`config.mk`:
```
export PLATFORM = sky130hd
export DESIGN_NAME = ragged_to_dense_run_planner
export DESIGN_NICKNAME = d
export VERILOG_FILES = /design/src/sv/rdrp_pkg.sv /design/src/sv/rdrp_config.sv /design/src/sv/rdrp_front.sv /design/src/sv/rdrp_cmd_queue.sv /design/src/sv/rdrp_back.sv /design/src/sv/ragged_to_dense_run_planner.sv
export SDC_FILE = /design/constraint.sdc
export NUM_CORES = 2
export LEC_CHECK = 0
export BUFFER_PORTS_ARGS = -buffer_cell sky130_fd_sc_hd__buf_4
export CAP_MARGIN = 20
export CORE_MARGIN = 4
export CORE_UTILIZATION = 60
export CTS_BUF_LIST = sky130_fd_sc_hd__clkbuf_4 sky130_fd_sc_hd__clkbuf_8 sky130_fd_sc_hd__clkbuf_16
export CTS_CLUSTER_DIAMETER = 30
export CTS_CLUSTER_SIZE = 20
export DETAILED_ROUTE_END_ITERATION = 8
export PLACE_DENSITY_LB_ADDON = 0.2
export SKIP_LAST_GASP = 1
export SLEW_MARGIN = 20
export SYNTH_ARGS = -nofsm -noshare
export SYNTH_HDL_FRONTEND = slang
export SYNTH_SLANG_ARGS = --single-unit
```
`constraint.sdc`:
```
create_clock -name clk -period 26.5 [get_ports clk]
set_input_delay 2.65 -clock clk [delete_from_list [all_inputs] [get_ports clk]]
set_output_delay 2.65 -clock clk [all_outputs]
set_load 0.005 [all_outputs]
```
`src/sv/rdrp_pkg.sv`:
```
// Shared types, constants and codes of the ragged-to-dense run planner.
// Depends on nothing; every other file of the block imports it.
package rdrp_pkg;

	// Dense shape limits.
	localparam int MAX_DIMS     = 4;
	localparam int LVL_W        = $clog2(MAX_DIMS + 1);
	localparam int DIM_IDX_W    = (MAX_DIMS > 1) ? $clog2(MAX_DIMS) : 1;

	// Field widths.
	localparam int LEN_W      = 12;
	localparam int CNT_W      = 13;
	localparam int OFF_W      = 48;
	localparam int PROD_W     = OFF_W + LEN_W;
	localparam int CFG_IDX_W  = 3;
	localparam int CFG_DATA_W = 12;
	localparam int NDIM_W     = 3;

	localparam logic [CNT_W-1:0] COUNT_MAX = {CNT_W{1'b1}};

	// Queue depths (powers of two).
	localparam int CQ_DEPTH = 4;
	localparam int CQ_PTR_W = $clog2(CQ_DEPTH);
	localparam int CQ_CNT_W = $clog2(CQ_DEPTH + 1);
	localparam int OQ_DEPTH = 2;
	localparam int OQ_PTR_W = $clog2(OQ_DEPTH);
	localparam int OQ_CNT_W = $clog2(OQ_DEPTH + 1);

	// Register indexes.
	localparam logic [CFG_IDX_W-1:0] REG_NUM_DIMS   = 3'd0;
	localparam logic [CFG_IDX_W-1:0] REG_DIM_SIZE_3 = 3'd4;

	// Token kinds.
	localparam logic [1:0] FUNC_BEGIN   = 2'd0;
	localparam logic [1:0] FUNC_FINISH  = 2'd1;
	localparam logic [1:0] FUNC_COUNT   = 2'd2;
	localparam logic [1:0] FUNC_RESTART = 2'd3;

	// Result kinds.
	localparam logic [1:0] KIND_COPY  = 2'd0;
	localparam logic [1:0] KIND_FILL  = 2'd1;
	localparam logic [1:0] KIND_ERROR = 2'd2;

	// Commands from the front part to the back part.
	typedef enum logic [1:0] {
		CMD_CLEAR = 2'd0,
		CMD_ERROR = 2'd1,
		CMD_INNER = 2'd2,
		CMD_OUTER = 2'd3
	} cmd_op_t;

	typedef struct packed {
		cmd_op_t            op;
		logic [LEN_W-1:0]   count;
		logic [LEN_W-1:0]   length;
		logic [LEN_W-1:0]   missing;
		logic [OFF_W-1:0]   product;
	} cmd_t;

	// One result word.
	typedef struct packed {
		logic [1:0]       kind;
		logic [OFF_W-1:0] offset;
		logic [OFF_W-1:0] length;
		logic             last;
	} result_t;

	// Configuration as seen by the front part.
	typedef struct packed {
		logic                             busy;
		logic [LVL_W-1:0]                 eff_dims;
		logic [MAX_DIMS-1:0][LEN_W-1:0]   dim_len;
		logic [MAX_DIMS:0][OFF_W-1:0]     block_prod;
	} cfg_t;

endpackage

```
`src/sv/rdrp_config.sv`:
```
// Configuration registers and the block product sequencer of the run planner.
// Depends on rdrp_pkg.
module rdrp_config
	import rdrp_pkg::*;
(
	input  logic                  clk,
	input  logic                  arst_n,
	input  logic                  cfg_valid,
	output logic                  cfg_ready,
	input  logic [CFG_IDX_W-1:0]  cfg_index,
	input  logic [CFG_DATA_W-1:0] cfg_data,
	output cfg_t                  cfg
);

	typedef enum logic [2:0] {
		SEQ_IDLE  = 3'b001,
		SEQ_START = 3'b010,
		SEQ_STEP  = 3'b100
	} seq_state_t;

	seq_state_t                     state_q;
	logic [NDIM_W-1:0]              num_dims_q;
	logic [MAX_DIMS-1:0][LEN_W-1:0] dim_len_q;
	logic [MAX_DIMS:0][OFF_W-1:0]   block_prod_q;
	logic [LVL_W-1:0]               idx_q;
	logic [LVL_W-1:0]               idx_m1;
	logic [LVL_W-1:0]               eff_dims;
	logic [CFG_IDX_W-1:0]           dim_sel;
	logic                           wr_en;
	logic                           wr_known;
	logic [PROD_W-1:0]              prod_full;

	// Clamp the dimension count to the supported range.
	always_comb begin
		if (num_dims_q == '0) begin
			eff_dims = LVL_W'(1);
		end else if (int'(num_dims_q) > MAX_DIMS) begin
			eff_dims = LVL_W'(MAX_DIMS);
		end else begin
			eff_dims = LVL_W'(num_dims_q);
		end
	end

	// Writes are taken only while no rebuild is running.
	assign cfg_ready = (state_q == SEQ_IDLE);
	assign wr_en     = cfg_valid && cfg_ready;
	assign wr_known  = (cfg_index <= REG_DIM_SIZE_3);
	assign dim_sel   = cfg_index - CFG_IDX_W'(1);

	// One product step per cycle, innermost level first.
	assign idx_m1    = idx_q - LVL_W'(1);
	assign prod_full = PROD_W'(dim_len_q[idx_m1[DIM_IDX_W-1:0]]) * PROD_W'(block_prod_q[idx_q]);

	always_ff @(posedge clk or negedge arst_n) begin
		if (!arst_n) begin
			state_q      <= SEQ_IDLE;
			num_dims_q   <= NDIM_W'(1);
			dim_len_q    <= {MAX_DIMS{LEN_W'(1)}};
			block_prod_q <= {(MAX_DIMS + 1){OFF_W'(1)}};
			idx_q        <= '0;
		end else begin
			unique case (state_q)
				SEQ_IDLE: begin
					if (wr_en && wr_known) begin
						if (cfg_index == REG_NUM_DIMS) begin
							num_dims_q <= cfg_data[NDIM_W-1:0];
						end else if (int'(dim_sel) < MAX_DIMS) begin
							dim_len_q[dim_sel[DIM_IDX_W-1:0]] <= cfg_data[LEN_W-1:0];
						end
						state_q <= SEQ_START;
					end
				end
				SEQ_START: begin
					block_prod_q <= {(MAX_DIMS + 1){OFF_W'(1)}};
					idx_q        <= eff_dims;
					state_q      <= SEQ_STEP;
				end
				SEQ_STEP: begin
					block_prod_q[idx_m1] <= prod_full[OFF_W-1:0];
					idx_q                <= idx_m1;
					if (idx_q == LVL_W'(1)) begin
						state_q <= SEQ_IDLE;
					end
				end
				default: begin
					state_q <= SEQ_IDLE;
				end
			endcase
		end
	end

	assign cfg.busy       = (state_q != SEQ_IDLE);
	assign cfg.eff_dims   = eff_dims;
	assign cfg.dim_len    = dim_len_q;
	assign cfg.block_prod = block_prod_q;

endmodule

```
`src/sv/rdrp_front.sv`:
```
// Front part of the run planner: tracks nesting and turns tokens into commands.
// Depends on rdrp_pkg.
module rdrp_front
	import rdrp_pkg::*;
(
	input  logic             clk,
	input  logic             arst_n,
	input  logic             in_take,
	input  logic [1:0]       func,
	input  logic [LEN_W-1:0] elem_count,
	input  cfg_t             cfg,
	output logic             cmd_push,
	output cmd_t             cmd
);

	logic [LVL_W-1:0]             lvl_q;
	logic [MAX_DIMS:0][CNT_W-1:0] counts_q;
	logic                         error_q;

	logic [LVL_W-1:0] lvl_m1;
	logic [CNT_W-1:0] cnt_cur;
	logic [LEN_W-1:0] len_cur;
	logic             is_inner;
	logic             raise_err;

	assign lvl_m1   = lvl_q - LVL_W'(1);
	assign cnt_cur  = counts_q[lvl_q];
	assign len_cur  = cfg.dim_len[lvl_m1[DIM_IDX_W-1:0]];
	assign is_inner = (lvl_q == cfg.eff_dims);

	// Classify the token: error, command for the back part, or state change only.
	always_comb begin
		raise_err   = 1'b0;
		cmd_push    = 1'b0;
		cmd.op      = CMD_CLEAR;
		cmd.count   = cnt_cur[LEN_W-1:0];
		cmd.length  = len_cur;
		cmd.missing = len_cur - cnt_cur[LEN_W-1:0];
		cmd.product = cfg.block_prod[lvl_q];
		if (func == FUNC_RESTART) begin
			cmd_push = in_take;
		end else if (!error_q) begin
			unique case (func)
				FUNC_BEGIN: begin
					raise_err = (lvl_q >= cfg.eff_dims);
				end
				FUNC_COUNT: begin
					raise_err = !is_inner;
				end
				FUNC_FINISH: begin
					if (lvl_q == '0 || lvl_q > cfg.eff_dims) begin
						raise_err = 1'b1;
					end else if (is_inner) begin
						if (cnt_cur > CNT_W'(len_cur)) begin
							raise_err = 1'b1;
						end else begin
							cmd.op   = CMD_INNER;
							cmd_push = in_take;
						end
					end else if (cnt_cur < CNT_W'(len_cur)) begin
						cmd.op   = CMD_OUTER;
						cmd_push = in_take;
					end
				end
				default: begin
					raise_err = 1'b0;
				end
			endcase
			if (raise_err) begin
				cmd.op   = CMD_ERROR;
				cmd_push = in_take;
			end
		end
	end

	// Nesting state update on each accepted word.
	always_ff @(posedge clk or negedge arst_n) begin
		if (!arst_n) begin
			lvl_q    <= '0;
			counts_q <= '0;
			error_q  <= 1'b0;
		end else if (in_take) begin
			if (func == FUNC_RESTART) begin
				lvl_q    <= '0;
				counts_q <= '0;
				error_q  <= 1'b0;
			end else if (!error_q) begin
				if (raise_err) begin
					error_q <= 1'b1;
				end else begin
					case (func)
						FUNC_BEGIN: begin
							if (cnt_cur < COUNT_MAX) begin
								counts_q[lvl_q] <= cnt_cur + CNT_W'(1);
							end
							lvl_q <= lvl_q + LVL_W'(1);
						end
						FUNC_COUNT: begin
							counts_q[lvl_q] <= CNT_W'(elem_count);
						end
						FUNC_FINISH: begin
							counts_q[lvl_q] <= '0;
							lvl_q           <= lvl_m1;
						end
						default: begin
							lvl_q <= lvl_q;
						end
					endcase
				end
			end
		end
	end

endmodule

```
`src/sv/rdrp_cmd_queue.sv`:
```
// Short command queue between the front and back parts of the run planner.
// Depends on rdrp_pkg.
module rdrp_cmd_queue
	import rdrp_pkg::*;
(
	input  logic clk,
	input  logic arst_n,
	input  logic wr_en,
	input  cmd_t wr_data,
	input  logic rd_en,
	output cmd_t rd_data,
	output logic empty,
	output logic full
);

	cmd_t                mem_q [CQ_DEPTH];
	logic [CQ_PTR_W-1:0] wr_ptr_q;
	logic [CQ_PTR_W-1:0] rd_ptr_q;
	logic [CQ_CNT_W-1:0] cnt_q;

	assign empty   = (cnt_q == '0);
	assign full    = (cnt_q == CQ_CNT_W'(CQ_DEPTH));
	assign rd_data = mem_q[rd_ptr_q];

	// Storage needs no reset.
	always_ff @(posedge clk) begin
		if (wr_en) begin
			mem_q[wr_ptr_q] <= wr_data;
		end
	end

	// Pointers and fill count.
	always_ff @(posedge clk or negedge arst_n) begin
		if (!arst_n) begin
			wr_ptr_q <= '0;
			rd_ptr_q <= '0;
			cnt_q    <= '0;
		end else begin
			if (wr_en) begin
				wr_ptr_q <= wr_ptr_q + CQ_PTR_W'(1);
			end
			if (rd_en) begin
				rd_ptr_q <= rd_ptr_q + CQ_PTR_W'(1);
			end
			if (wr_en && !rd_en) begin
				cnt_q <= cnt_q + CQ_CNT_W'(1);
			end else if (rd_en && !wr_en) begin
				cnt_q <= cnt_q - CQ_CNT_W'(1);
			end
		end
	end

endmodule

```
`src/sv/rdrp_back.sv`:
```
// Back part of the run planner: keeps the dense offset and emits run results.
// Depends on rdrp_pkg; holds the result queue that drives the output ports.
module rdrp_back
	import rdrp_pkg::*;
(
	input  logic             clk,
	input  logic             arst_n,
	input  logic             cmd_valid,
	input  cmd_t             cmd,
	output logic             cmd_pop,
	output logic             empty,
	input  logic             pop,
	output logic [1:0]       run_kind,
	output logic [OFF_W-1:0] run_offset,
	output logic [OFF_W-1:0] run_length,
	output logic             last_of_run
);

	logic [OFF_W-1:0]    offset_q;
	logic                phase_q;
	logic [OFF_W-1:0]    delta_q;
	result_t             oq_mem_q [OQ_DEPTH];
	logic [OQ_PTR_W-1:0] oq_wr_q;
	logic [OQ_PTR_W-1:0] oq_rd_q;
	logic [OQ_CNT_W-1:0] oq_cnt_q;

	logic             out_take;
	logic             space;
	logic             has_copy;
	logic             has_fill;
	logic             res_push;
	result_t          res;
	logic             off_clear;
	logic             off_add;
	logic [OFF_W-1:0] off_inc;
	logic             mul_load;
	logic             phase_set;
	logic [PROD_W-1:0] mul_full;

	assign out_take = pop && !empty;
	assign space    = (oq_cnt_q != OQ_CNT_W'(OQ_DEPTH)) || out_take;
	assign has_copy = (cmd.count != '0);
	assign has_fill = (cmd.count < cmd.length);
	assign mul_full = PROD_W'(cmd.missing) * PROD_W'(cmd.product);

	// Carry out the head command, one result word per cycle while the result queue has room.
	always_comb begin
		cmd_pop    = 1'b0;
		res_push   = 1'b0;
		res.kind   = KIND_FILL;
		res.offset = offset_q;
		res.length = '0;
		res.last   = 1'b1;
		off_clear  = 1'b0;
		off_add    = 1'b0;
		off_inc    = OFF_W'(cmd.length);
		mul_load   = 1'b0;
		phase_set  = 1'b0;
		if (cmd_valid) begin
			unique case (cmd.op)
				CMD_CLEAR: begin
					off_clear = 1'b1;
					cmd_pop   = 1'b1;
				end
				CMD_ERROR: begin
					res.kind = KIND_ERROR;
					res_push = space;
					cmd_pop  = space;
				end
				CMD_INNER: begin
					if (!phase_q && has_copy) begin
						res.kind   = KIND_COPY;
						res.length = OFF_W'(cmd.count);
						res.last   = !has_fill;
						res_push   = space;
						cmd_pop    = space && !has_fill;
						off_add    = space && !has_fill;
						phase_set  = space && has_fill;
					end else if (!has_fill) begin
						cmd_pop = 1'b1;
						off_add = 1'b1;
					end else begin
						res.offset = offset_q + OFF_W'(cmd.count);
						res.length = OFF_W'(cmd.length - cmd.count);
						res_push   = space;
						cmd_pop    = space;
						off_add    = space;
					end
				end
				CMD_OUTER: begin
					if (!phase_q) begin
						mul_load  = 1'b1;
						phase_set = 1'b1;
					end else begin
						res.length = delta_q;
						off_inc    = delta_q;
						res_push   = space;
						cmd_pop    = space;
						off_add    = space;
					end
				end
			endcase
		end
	end

	// Product register for short outer finishes.
	always_ff @(posedge clk) begin
		if (mul_load) begin
			delta_q <= mul_full[OFF_W-1:0];
		end
	end

	// Dense offset and command phase.
	always_ff @(posedge clk or negedge arst_n) begin
		if (!arst_n) begin
			offset_q <= '0;
			phase_q  <= 1'b0;
		end else begin
			if (off_clear) begin
				offset_q <= '0;
			end else if (off_add) begin
				offset_q <= offset_q + off_inc;
			end
			if (cmd_pop) begin
				phase_q <= 1'b0;
			end else if (phase_set) begin
				phase_q <= 1'b1;
			end
		end
	end

	// Result queue storage.
	always_ff @(posedge clk) begin
		if (res_push) begin
			oq_mem_q[oq_wr_q] <= res;
		end
	end

	// Result queue pointers and fill count.
	always_ff @(posedge clk or negedge arst_n) begin
		if (!arst_n) begin
			oq_wr_q  <= '0;
			oq_rd_q  <= '0;
			oq_cnt_q <= '0;
		end else begin
			if (res_push) begin
				oq_wr_q <= oq_wr_q + OQ_PTR_W'(1);
			end
			if (out_take) begin
				oq_rd_q <= oq_rd_q + OQ_PTR_W'(1);
			end
			if (res_push && !out_take) begin
				oq_cnt_q <= oq_cnt_q + OQ_CNT_W'(1);
			end else if (out_take && !res_push) begin
				oq_cnt_q <= oq_cnt_q - OQ_CNT_W'(1);
			end
		end
	end

	assign empty       = (oq_cnt_q == '0);
	assign run_kind    = oq_mem_q[oq_rd_q].kind;
	assign run_offset  = oq_mem_q[oq_rd_q].offset;
	assign run_length  = oq_mem_q[oq_rd_q].length;
	assign last_of_run = oq_mem_q[oq_rd_q].last;

endmodule

```
`src/sv/ragged_to_dense_run_planner.sv`:
```
// An innermost finish or an error shows its first result word after it has passed the command
// queue and the result queue; a short outer finish first loads the block-size product register.
// Throughput: one token per cycle in while full is low; the back end moves one result word per
// cycle while its result queue has room, and an innermost finish can give a copy and a fill word.
// A register write rebuilds the block sizes: a start state, then one step per dimension in use.
// Reset is asynchronous: registers return to one dimension of length one, state is cleared.
module ragged_to_dense_run_planner
	import rdrp_pkg::*;
(
	input  logic                  clk,
	input  logic                  arst_n,
	input  logic                  push,
	output logic                  full,
	input  logic [1:0]            func,
	input  logic [LEN_W-1:0]      elem_count,
	output logic                  empty,
	input  logic                  pop,
	output logic [1:0]            run_kind,
	output logic [OFF_W-1:0]      run_offset,
	output logic [OFF_W-1:0]      run_length,
	output logic                  last_of_run,
	input  logic                  cfg_valid,
	output logic                  cfg_ready,
	input  logic [CFG_IDX_W-1:0]  cfg_index,
	input  logic [CFG_DATA_W-1:0] cfg_data
);

	cfg_t cfg;
	logic in_take;
	logic cmd_push;
	cmd_t cmd_in;
	cmd_t cmd_head;
	logic cq_empty;
	logic cq_full;
	logic cmd_pop;

	// Tokens are held off while the queue is full or block sizes are rebuilt.
	assign full    = cq_full || cfg.busy;
	assign in_take = push && !full;

	rdrp_config u_config (
		.clk       (clk),
		.arst_n    (arst_n),
		.cfg_valid (cfg_valid),
		.cfg_ready (cfg_ready),
		.cfg_index (cfg_index),
		.cfg_data  (cfg_data),
		.cfg       (cfg)
	);

	rdrp_front u_front (
		.clk        (clk),
		.arst_n     (arst_n),
		.in_take    (in_take),
		.func       (func),
		.elem_count (elem_count),
		.cfg        (cfg),
		.cmd_push   (cmd_push),
		.cmd        (cmd_in)
	);

	rdrp_cmd_queue u_cmd_queue (
		.clk     (clk),
		.arst_n  (arst_n),
		.wr_en   (cmd_push),
		.wr_data (cmd_in),
		.rd_en   (cmd_pop),
		.rd_data (cmd_head),
		.empty   (cq_empty),
		.full    (cq_full)
	);

	rdrp_back u_back (
		.clk         (clk),
		.arst_n      (arst_n),
		.cmd_valid   (!cq_empty),
		.cmd         (cmd_head),
		.cmd_pop     (cmd_pop),
		.empty       (empty),
		.pop         (pop),
		.run_kind    (run_kind),
		.run_offset  (run_offset),
		.run_length  (run_length),
		.last_of_run (last_of_run)
	);

endmodule

```
==> reports/results.ini <==
[critical_path]
slowest_delay_ps = 1020
critPathBufInv = 5
startpoint_type = flop
path_common_cell = fa_1
critPathRequiredTime_ps = 27110
arrival_ps = 9920
crit_family = adder cells
worstPathMaxFanout = 45
worst_path_max_delay_cell = mux4_2
worstPathCellList = inv_1 -> ha_1 -> buf_4 -> mux4_2 -> nand2_1 -> fa_1 -> fa_1 -> inv_1 -> fa_1 -> fa_1 -> inv_1 -> fa_1 -> inv_1 -> ha_1 -> a21o_1 -> a21o_1 -> a221oi_1 -> a21oi_1 -> o21ai_1 -> o21ai_1 -> a311oi_1 -> nor4_1 -> a2111oi_2 -> a21oi_1
endpoint_kind = flop
worstSetupPathType = reg2reg

[place]
gp_congestion = 0.939
dp_slack_ps = 17190
dp_hpwl_mm = 147
portBuffers = 135

[floorplan]
initial_core_util_pct = 60.7
die_w_um = 371
core_area_um2 = 130000
rows = 132
die_y_um = 371
die_area_um2 = 138000
pin_count = 136

[synthesis]
synth_simple_gate_area_share_pct = 12.8
synth_cell_types = 86
synth.ff_latch_count = 1016
synthMuxAreaShare_pct = 8.00
yosys_warnings = 0
synth_area_um2 = 79000
synthAdderAreaFrac_pct = 24.3
synth_edf_count = 590
synth_compound_area_share_pct = 9.74
synth_cells = 7521
synthXorXnorAreaFrac_pct = 2.68
async_reset_ff_share_pct = 41.9
ys_seq_area_share_pct = 35.9
avgSynthCellArea_um2 = 10.5
synth_top_family_by_area = adder cells
syn-num-nets = 8604
synthFlopType = edfxtp_1

[clock_network]
clockBufferDepth = 3
ctsResizeCount = 0
clk_pin_slew_worst_paths_ps = 50
cts_inserted_buffers = 203
cts_setup_buffers = 0
clock-sinks = 1016
clkLatencyLatePin_ps = 840
holdBufCountCts = 0
h-tree-depth = 4
cts_root_buf = clkbuf_16
cts_tree = built

[sta]
fin_crit_ps = 9310
setup-violations-final = 0
max_freq_mhz = 107
rsz0062_at_grt = no
final-max-slew-violation-count = 0
setup_tns_ps = 0
hold_violations = 0
tightest_slew_ps = 1190
fin_worst_skew_ps = 90.1
period_share_pct = 35.1
worst_slack_ps = 17190
slew_headroom_pct = 19.8

[grt]
grt_use_total_pct = 31.7
grt_overflow_total = 0
grt_pass1_vias = 61100
grt_max_degree = 162
grt_first_pass_wirelength_mm = 341
antenna_found_initial = 7

[detailed_routing]
highest-signal-layer = met4
met1Wirelength_mm = 84.9
firstDrtPassIters = 8
viasPerCell = 6.17
wl_mm = 214
drc = 0
vias = 58300
wl_met3_mm = 18.2
dr_wl_met2_mm = 103
ant_nets = 0
drt_iter0_drc = 5608
wl_per_cell_um = 22.7

[final_layout]
fillers = 9744
area_delta_synth_final_pct = 12.6
nNetsFinal = 8597
layout-drive-gt1-share_pct = 13.3

[run]
cap_violations = 0

[worst_hold_path]
hold_path_class = reg2reg

[run_status]
outcome = completed

-- layer usage --
metal  up-vias  GRT usage (%)
li1      25400              -
met1     29500           42.3
met2      2789           51.9
met3       548           6.13
met4         0           11.8
met5         -              0
-- registers in the layout, summed over array words and instances (netlist names), 2 cells and up --
signal	cells
u_cmd_queue.mem_q	344
u_config.cfg	288
u_back.oq_mem_q	198
u_front.counts_q	65
u_back.delta_q	48
u_back.offset_q	48
u_cmd_queue.cnt_q	3
u_config.idx_q	3
u_config.num_dims_q	3
u_config.state_q	3
u_front.lvl_q	3
u_back.oq_cnt_q	2
u_cmd_queue.rd_ptr_q	2
u_cmd_queue.wr_ptr_q	2
-- through the flow --
stage               hold slack (ps)  area (µm²)  util [%]  std cells
floorplan                       444       79000         -       7521
global placement                456       81400      62.6       9051
detailed placement              465       81400      62.6       9051
CTS                             480       88900      68.3       9431
global route                    495       88900      68.3       9437
finish                          478       88900      68.3       9439
-- area by class of cell --
| type | count | area [µm²] | area share [%] |
|---|---|---|---|
| clock buffer | 251 | 5620 | 6.32 |
| timing repair buffer | 231 | 1760 | 1.98 |
| inverter | 918 | 3450 | 3.88 |
| multi-input combinational | 5144 | 45600 | 51.3 |
| clock inverter | 129 | 1850 | 2.08 |
| sequential | 1016 | 28400 | 32.0 |
| antenna | 8 | 20.0 | 0.0225 |
| tap | 1742 | 2180 | 2.45 |
-- worst paths after layout --
| path | start | end | slack, ps | depth (start not counted) |
|---|---|---|---|---|
| worst max register to register | u_config.idx_q[0]$_DFFE_PN0P_ | u_config.cfg[40]$_DFFE_PN0P_ | 17190 | 24 |
| worst min-delay path | u_front.counts_q[12]$_DFFE_PN0P_ | u_front.counts_q[12]$_DFFE_PN0P_ | 480 | 1 |
| worst max-delay path | u_config.idx_q[0]$_DFFE_PN0P_ | u_config.cfg[40]$_DFFE_PN0P_ | 17190 | 24 |
| min in group asynchronous | arst_n | u_front.counts_q[18]$_DFFE_PN0P_ | 1880 | 1 |
| worst min register to register | u_front.counts_q[12]$_DFFE_PN0P_ | u_front.counts_q[12]$_DFFE_PN0P_ | 480 | 1 |
| max in group asynchronous | arst_n | u_config.cfg[109]$_DFFE_PN0P_ | 21460 | 4 |
-- cell usage after synthesis (55+ instances only) --
cell      number  area (µm²)
fa_1         803       16100
nand2_1     1156        4340
a21oi_1      259        1300
ha_1         246        3080
mux4_2       162        3650
edfxtp_1     590       17700
a22o_1        55         482
nand3_1      330        1650
clkbuf_1     367        1380
xnor2_1      175        1530
o21ai_0      452        2260
inv_1        916        3440
a21o_1       105         788
nor2_1       169         634
a22oi_1       65         488
mux2_2       177        1990
dfrtp_1      415       10400
xor2_1        67         587
nor2b_1      146         913
and2_1       187        1170
mux2i_1       68         681
-- kinds of logic after synthesis --
logic type                 after synthesis
and+or+nand+nor                       2211
buffers and inverters                 1361
AOI/OAI and AO/OA                     1234
adders and majority gates             1050
DFF                                   1016
muxes                                  407
xor gates and xnor gates               242
-- placed cells by master (no fill, tap or decap), drive strengths merged, types with 20 or more instances in the layout --
cell	instances
clkinv	57
a22oi	66
mux4	162
xor2	67
a21o	105
a221o	32
ha	246
a211oi	20
o21ai	480
dfrtp	415
and2	190
o21bai	32
buf	231
o21a	29
mux2	177
edfxtp	590
nand2	1156
nor2b	146
nand3	330
and3	36
clkbuf	251
nor3	40
nand4	36
xnor2	175
mux2i	68
a21oi	260
inv	950
fa	803
bufinv	25
nand2b	29
nor2	170
a22o	55
Power is left out: the tool's default activity adds up to more than one toggle a clock period on the data nets, which glitch-free logic cannot reach.
